<file path="src/hdl/fvn_div.sv">
// Pipelined restoring divider, one quotient bit per stage.
`timescale 1ns / 1ps

module fvn_div #(
  parameter int unsigned NUM_W = 45,
  parameter int unsigned DEN_W = 28,
  parameter int unsigned Q_W   = 17
) (
  input  logic             clk_i,
  input  logic             rst_ni,
  input  logic             in_valid_i,
  input  logic             in_zero_i,
  input  logic [NUM_W-1:0] in_num_i,
  input  logic [DEN_W-1:0] in_den_i,
  output logic             out_valid_o,
  output logic             out_zero_o,
  output logic [Q_W-1:0]   out_quot_o
);

  localparam int unsigned REM_W = (NUM_W > DEN_W + Q_W) ? NUM_W : DEN_W + Q_W;

  logic             valid_q [Q_W];
  logic             zero_q  [Q_W];
  logic [REM_W-1:0] rem_q   [Q_W];
  logic [DEN_W-1:0] den_q   [Q_W];
  logic [Q_W-1:0]   quot_q  [Q_W];

  for (genvar j = 0; j < Q_W; j++) begin : g_stage
    localparam int unsigned I = Q_W - 1 - j;
    logic             v_in, z_in;
    logic [REM_W-1:0] r_in, sh;
    logic [DEN_W-1:0] d_in;
    logic [Q_W-1:0]   q_in, q_out;
    logic             ge;

    if (j == 0) begin : g_first
      assign v_in = in_valid_i;
      assign z_in = in_zero_i;
      assign r_in = REM_W'(in_num_i);
      assign d_in = in_den_i;
      assign q_in = '0;
    end else begin : g_next
      assign v_in = valid_q[j-1];
      assign z_in = zero_q[j-1];
      assign r_in = rem_q[j-1];
      assign d_in = den_q[j-1];
      assign q_in = quot_q[j-1];
    end

    // trial subtract of the shifted divisor
    assign sh = REM_W'(d_in) << I;
    assign ge = r_in >= sh;
    always_comb begin
      q_out    = q_in;
      q_out[I] = ge;
    end

    always_ff @(posedge clk_i or negedge rst_ni) begin
      if (!rst_ni) begin
        valid_q[j] <= 1'b0;
      end else begin
        valid_q[j] <= v_in;
      end
    end

    always_ff @(posedge clk_i) begin
      zero_q[j] <= z_in;
      den_q[j]  <= d_in;
      quot_q[j] <= q_out;
      rem_q[j]  <= ge ? r_in - sh : r_in;
    end
  end

  assign out_valid_o = valid_q[Q_W-1];
  assign out_zero_o  = zero_q[Q_W-1];
  assign out_quot_o  = quot_q[Q_W-1];

endmodule

</file>
<file path="config.mk">
export PLATFORM = sky130hd
export DESIGN_NAME = fvn_div
export DESIGN_NICKNAME = d
export VERILOG_FILES = /design/src/hdl/fvn_div.sv
export SDC_FILE = /design/constraint.sdc
export NUM_CORES = 2
export LEC_CHECK = 0
export ABC_CLOCK_PERIOD_IN_PS = 8600
export BUFFER_PORTS_ARGS = -buffer_cell sky130_fd_sc_hd__buf_2
export CAP_MARGIN = 40
export CORE_AREA = 2 2 320 322
export CTS_CLUSTER_DIAMETER = 50
export CTS_CLUSTER_SIZE = 28
export DETAILED_ROUTE_END_ITERATION = 10
export DIE_AREA = 0 0 322 324
export HOLD_SLACK_MARGIN = 0.03
export PLACE_DENSITY = 0.74
export SLEW_MARGIN = 40
export SYNTH_ARGS = -nofsm -noshare
export SYNTH_HDL_FRONTEND = slang
export SYNTH_SLANG_ARGS = --single-unit
</file>
<file path="constraint.sdc">
create_clock -name clk_i -period 8.6 [get_ports clk_i]
set_input_delay 1.72 -clock clk_i [delete_from_list [all_inputs] [get_ports clk_i]]
set_output_delay 1.72 -clock clk_i [all_outputs]
set_load 0.005 [all_outputs]
</file>
### Word-level counts from Yosys, hierarchy flattened

Memory sizes are Yosys's and may differ from the RTL's.
Cells that the tools add are included.

* $add $sub $neg: 17
* $lt $le $gt $ge: 17
* mux-type cells: 17

Operator list (count)
* 45-bit 2-to-1 mux: 17
* 45-bit by 28-bit >= comparator with 1-bit output: 1
* 45-bit by 29-bit >= comparator with 1-bit output: 1
* 45-bit by 30-bit >= comparator with 1-bit output: 1
* 45-bit by 31-bit >= comparator with 1-bit output: 1
* 45-bit by 32-bit >= comparator with 1-bit output: 1
* 45-bit by 33-bit >= comparator with 1-bit output: 1
* 45-bit by 34-bit >= comparator with 1-bit output: 1
* 45-bit by 35-bit >= comparator with 1-bit output: 1
* 45-bit by 36-bit >= comparator with 1-bit output: 1
* 45-bit by 37-bit >= comparator with 1-bit output: 1
* 45-bit by 38-bit >= comparator with 1-bit output: 1
* 45-bit by 39-bit >= comparator with 1-bit output: 1
* 45-bit by 40-bit >= comparator with 1-bit output: 1
* 45-bit by 41-bit >= comparator with 1-bit output: 1
* 45-bit by 42-bit >= comparator with 1-bit output: 1
* 45-bit by 43-bit >= comparator with 1-bit output: 1
* 45-bit by 44-bit >= comparator with 1-bit output: 1
* 45-bit by 28-bit subtractor with 45-bit output: 1
* 45-bit by 29-bit subtractor with 45-bit output: 1
* 45-bit by 30-bit subtractor with 45-bit output: 1
* 45-bit by 31-bit subtractor with 45-bit output: 1
* 45-bit by 32-bit subtractor with 45-bit output: 1
* 45-bit by 33-bit subtractor with 45-bit output: 1
* 11 further kinds: 11

* register bits after elaboration: 17
* RAM bits: 1547
* bits of input ports: 77
* output and inout bits: 19
* word-level logic and storage cells: 72
* memories kept: 4

Memory list
* rem_q: words 17, width 45, rd ports 16, clocked after memory_dff 0, wr ports 17, RTL line 24 `logic [REM_W-1:0] rem_q [Q_W];`
* den_q: words 17, width 28, rd ports 16, clocked after memory_dff 0, wr ports 17, RTL line 25 `logic [DEN_W-1:0] den_q [Q_W];`
* quot_q: words 17, width 17, rd ports 17, clocked after memory_dff 0, wr ports 17, RTL line 26 `logic [Q_W-1:0] quot_q [Q_W];`
* zero_q: words 17, width 1, rd ports 17, clocked after memory_dff 0, wr ports 17, RTL line 23 `logic zero_q [Q_W];`

### Logic depth before layout (Yosys ltp)

An unclocked memory read counts as a cell.

* word-level depth: 3
* mapped depth: 17
* mapped depth without buffers: 15

### Worst setup path before layout

No wires, ideal clock.

* kind: input to register
* start point: input in_den_i[6]
* end point: memory rem_q[0][37] in the netlist's numbering
* library setup time: 121 ps
* arrival: 4236 ps
* required time: 8479 ps
* path slack: 4244 ps
* stages on the path: 14
* buffers on the path: 2
* path through: inv_1 > ha_1 > o21ai_0 > a21oi_1 > o21ai_0 > o21ai_0 > a41o_1 > o21ba_2 > nand4_1 > nand2_1 > a21o_1 > buf_2 > buf_2 > mux2_2

RTL lines
* from (decl): RTL line 14 `input logic [DEN_W-1:0] in_den_i,`
* to (decl): RTL line 24

==> metrics <==
number of nets at the end of the flow 7190; arrival time of data at the critical path endpoint roughly 5100 ps; Synth top area share 44.60%; Total Die Area 104300 um2; pwr/cell area 402.1 nW/um2; final routed DRC violation total 0; skew final 39.08 ps; clock root cell clkbuf_16; Leak 29.99 nW; number of buffers inserted to repair setup after CTS 0; mean instance size in the synthesized netlist 9.211 um2; Final period util 52.63%; worst r2r path cells 16; CP endpoint kind register; insertion delay of the later-clocked pin in the worst-skew pair 750 ps; antenna violations before repair 2; remaining number of nets flagged by the antenna check after routing 0; multiplexer share of the synthesized area between 1.5 and 2%; placed cells 7798; number of enable flip-flop cells after synthesis 0; worst setup path endpoint rem_q[0][508]; flip-flop cell with the highest count after synthesis dfxtp_1; RR Endpoint rem_q[0][508]; total number of H-tree levels 4; slew of the pin with the lowest slew margin 804.9 ps; Worst slew margin 45.85%; register-to-register setup slack 4070 ps; number of warnings issued by yosys 0; routed wire length between 100000 and 150000 um; Detail Placement HPWL 115100 um; Chip Width between 300 and 400 um; pin count of the biggest net entering global routing 61; highest net fanout along the worst path 34; kind of start point of the critical path register; area of the core 101000 um2; CTS clock-pin slew for the worst setup and hold paths 90 ps; global-route wire length before repair 232700 um; footprint of the multi-input gates 30120 um2; Port Buf Inserts 95; number of pins with negative max-slew slack in the final report 0; count of placed standard cells in the final layout, fillers left out 8034; net count after synthesis 7089; top post-synthesis cells by count dfxtp_1 (1338), inv_1 (595), a21oi_1 (544); register cell area after layout ~27000 um2; clock tree from TritonCTS done; min-delay worst type register to register; site row count 117; Post-synth ARST share 1.255%; last weighted congestion value of the routability-driven placer 0.9275; share of the yosys chip area belonging to registers 45.31%; final sum of negative setup slack 0 ps; initial standard-cell utilization of the core 59.45%; final hold violations 0; detailed-router iteration count before antenna repair 8; final routed wire length divided by cell count 18.29 um; number of standard cells after synthesis 6520; adder-cell share of the synthesized area between 10% and 20%; area share of xor/xnor cells in the synthesized design between 7 and 8%; highest ir drop seen on vdd 0.2333 mV; chip height 324 um; highest cell delay on the worst timing path 480 ps; min cycle time layout 4526 ps; buffer levels on the longest clock path 3; Num CTS Buffers 130; required time of the critical path ~9000 ps; fmax 220.9 MHz; routed via count ~46000; number of cells on the worst hold path 0; 1st-iter DRT viols 3446; complex-gate fraction of the synthesized area 16.88%; cell with the most instances after synthesis dfxtp_1; max-capacitance violation count 0; area fraction in and, or, nand and nor cells after synthesis 13.82%; CTS sink count 1355; vias in the first global route 44080; CP most frequent cell inv_1; worst reg2reg path startpoint rem_q[0][455]; filler cell count in the final layout slightly above 8000; Synth area leader dfxtp_1; total track usage 27.94%; share of post-route cells with drive strength above 1 7.346%; Layout area overhead 10.89%; Synth Register Bits 1355; cells along the critical path inv_1, ha_1, inv_1, fa_1, a211oi_1, o21bai_1, o211ai_1, nand4b_1, and3_1, a211oi_1, o21ai_0, a31oi_2, buf_4, inv_1, buf_4, mux2_2; GR Overflow Total 0; hold buffer count at cts 0; count of cells resized by post-cts repair 0; slowest CP cell a211oi_1; Crit Path Category register to register; Mapped Area approximately 60000 um2; RSZ-0062 raised after global routing false; total inserted antenna cells 0; number of I/O pins between 90 and 100; vias per cell around 5.7; result of the run completed; biggest area contributors in the synthesized netlist dfxtp_1 (45%), ha_1 (9.9%), a21oi_1 (4.5%); final count of negative-setup-slack endpoints 0; timing startpoint of the critical path rem_q[0][455]; Total Power Consumption between 20 and 30 mW; dominant combinational cell family by area after synthesis compound AO/OA/AOI/OAI gates; number of distinct library cell variants in the gate-level netlist after synthesis just over 100
## critical path, delay by kind of cell, from the launching register on
kind                     cells  cell delay [ps]
multiplexers                 1              310
buffers and inverters        5              900
AO/OA/AOI/OAI                6             1770
flip-flops                   1              320
adder cells (fa/ha/maj)      2              600
AND/OR/NAND/NOR              2              460
## power breakdown
part	switching, mW	total, mW	internal, mW
logic	6.41	11.3	4.89
registers	1.26	9.31	8.06
clock network	2.74	6.17	3.43
total	10.4	26.8	16.4
## placed cells by master (no fill, tap or decap), drive strengths merged, types with 43 or more instances in the layout
master and count:
clkbuf 151, a211oi 43, nand2b 89, nor2b 59, nand2 515, nor3 104
a21o 208, o21ai 430, ha 476, or3 43, inv 638, xnor2 244
buf 115, nand3 100, dfxtp 1338, mux2 80, a31oi 47, nor2 439
nor4 87, o21bai 49, a21oi 545, nand4 92, xor2 245, o21a 57
## flip-flops by register name, indices dropped and copies added (netlist names)
name          count
g_stage.v_in     16
out_valid_o       1
zero_q           17
quot_q          153
den_q           448
rem_q           720
## cells by family (layout without fill, tap and decap cells)
| kind of cell | count (synthesis) | after routing |
|---|---|---|
| xor gates and xnor gates | 489 | 489 |
| buffers and inverters | 746 | 951 |
| and+or+nand+nor | 1709 | 1709 |
| DFF | 1355 | 1355 |
| AOI/OAI and AO/OA | 1642 | 1642 |
| adders and majority gates | 492 | 492 |
| muxes | 87 | 87 |
## how the worst min path moves through the flow
stage,startpoint,endpoint
after CTS,quot_q[6][11],quot_q[7][11]
after detailed placement,quot_q[10][16],quot_q[11][16]
after global routing,quot_q[14][8],quot_q[15][8]
after global placement,quot_q[13][16],quot_q[14][16]
after floorplan,quot_q[9][10],quot_q[10][10]
final,quot_q[6][11],quot_q[7][11]
## routing by layer
metal | wire length, um | track usage, %
met1 | 64440 | 35.08
met2 | 70490 | 48.85
met3 | 7244 | 3.958
met4 | 4793 | 10.12
met5 | 13 | 0
## area by class of cell
class	instances	area share [%]
repair buffers	115	0.9394
clock buffers	151	5.426
well taps	1309	2.459
inverters	600	3.382
flip-flops and latches	1355	40.86
multi-input cells	4419	45.22
clock inverters	85	1.712
## stage by stage
stage | hold slack (ps) | setup slack (ps) | utilization [%] | area (um2)
3_5_place_dp | 312.1 | 3529 | 61.22 | 61840
4_1_cts | 317.7 | 4162 | 65.92 | 66590
5_1_grt | 322.2 | 3849 | 65.93 | 66600
2_1_floorplan | 309.6 | 4244 | - | 60050
3_3_place_gp | 309.6 | 3460 | 61.20 | 61820
6_report | 319.5 | 4074 | 65.93 | 66600
Note: power is estimated with default switching activity, not from simulation.
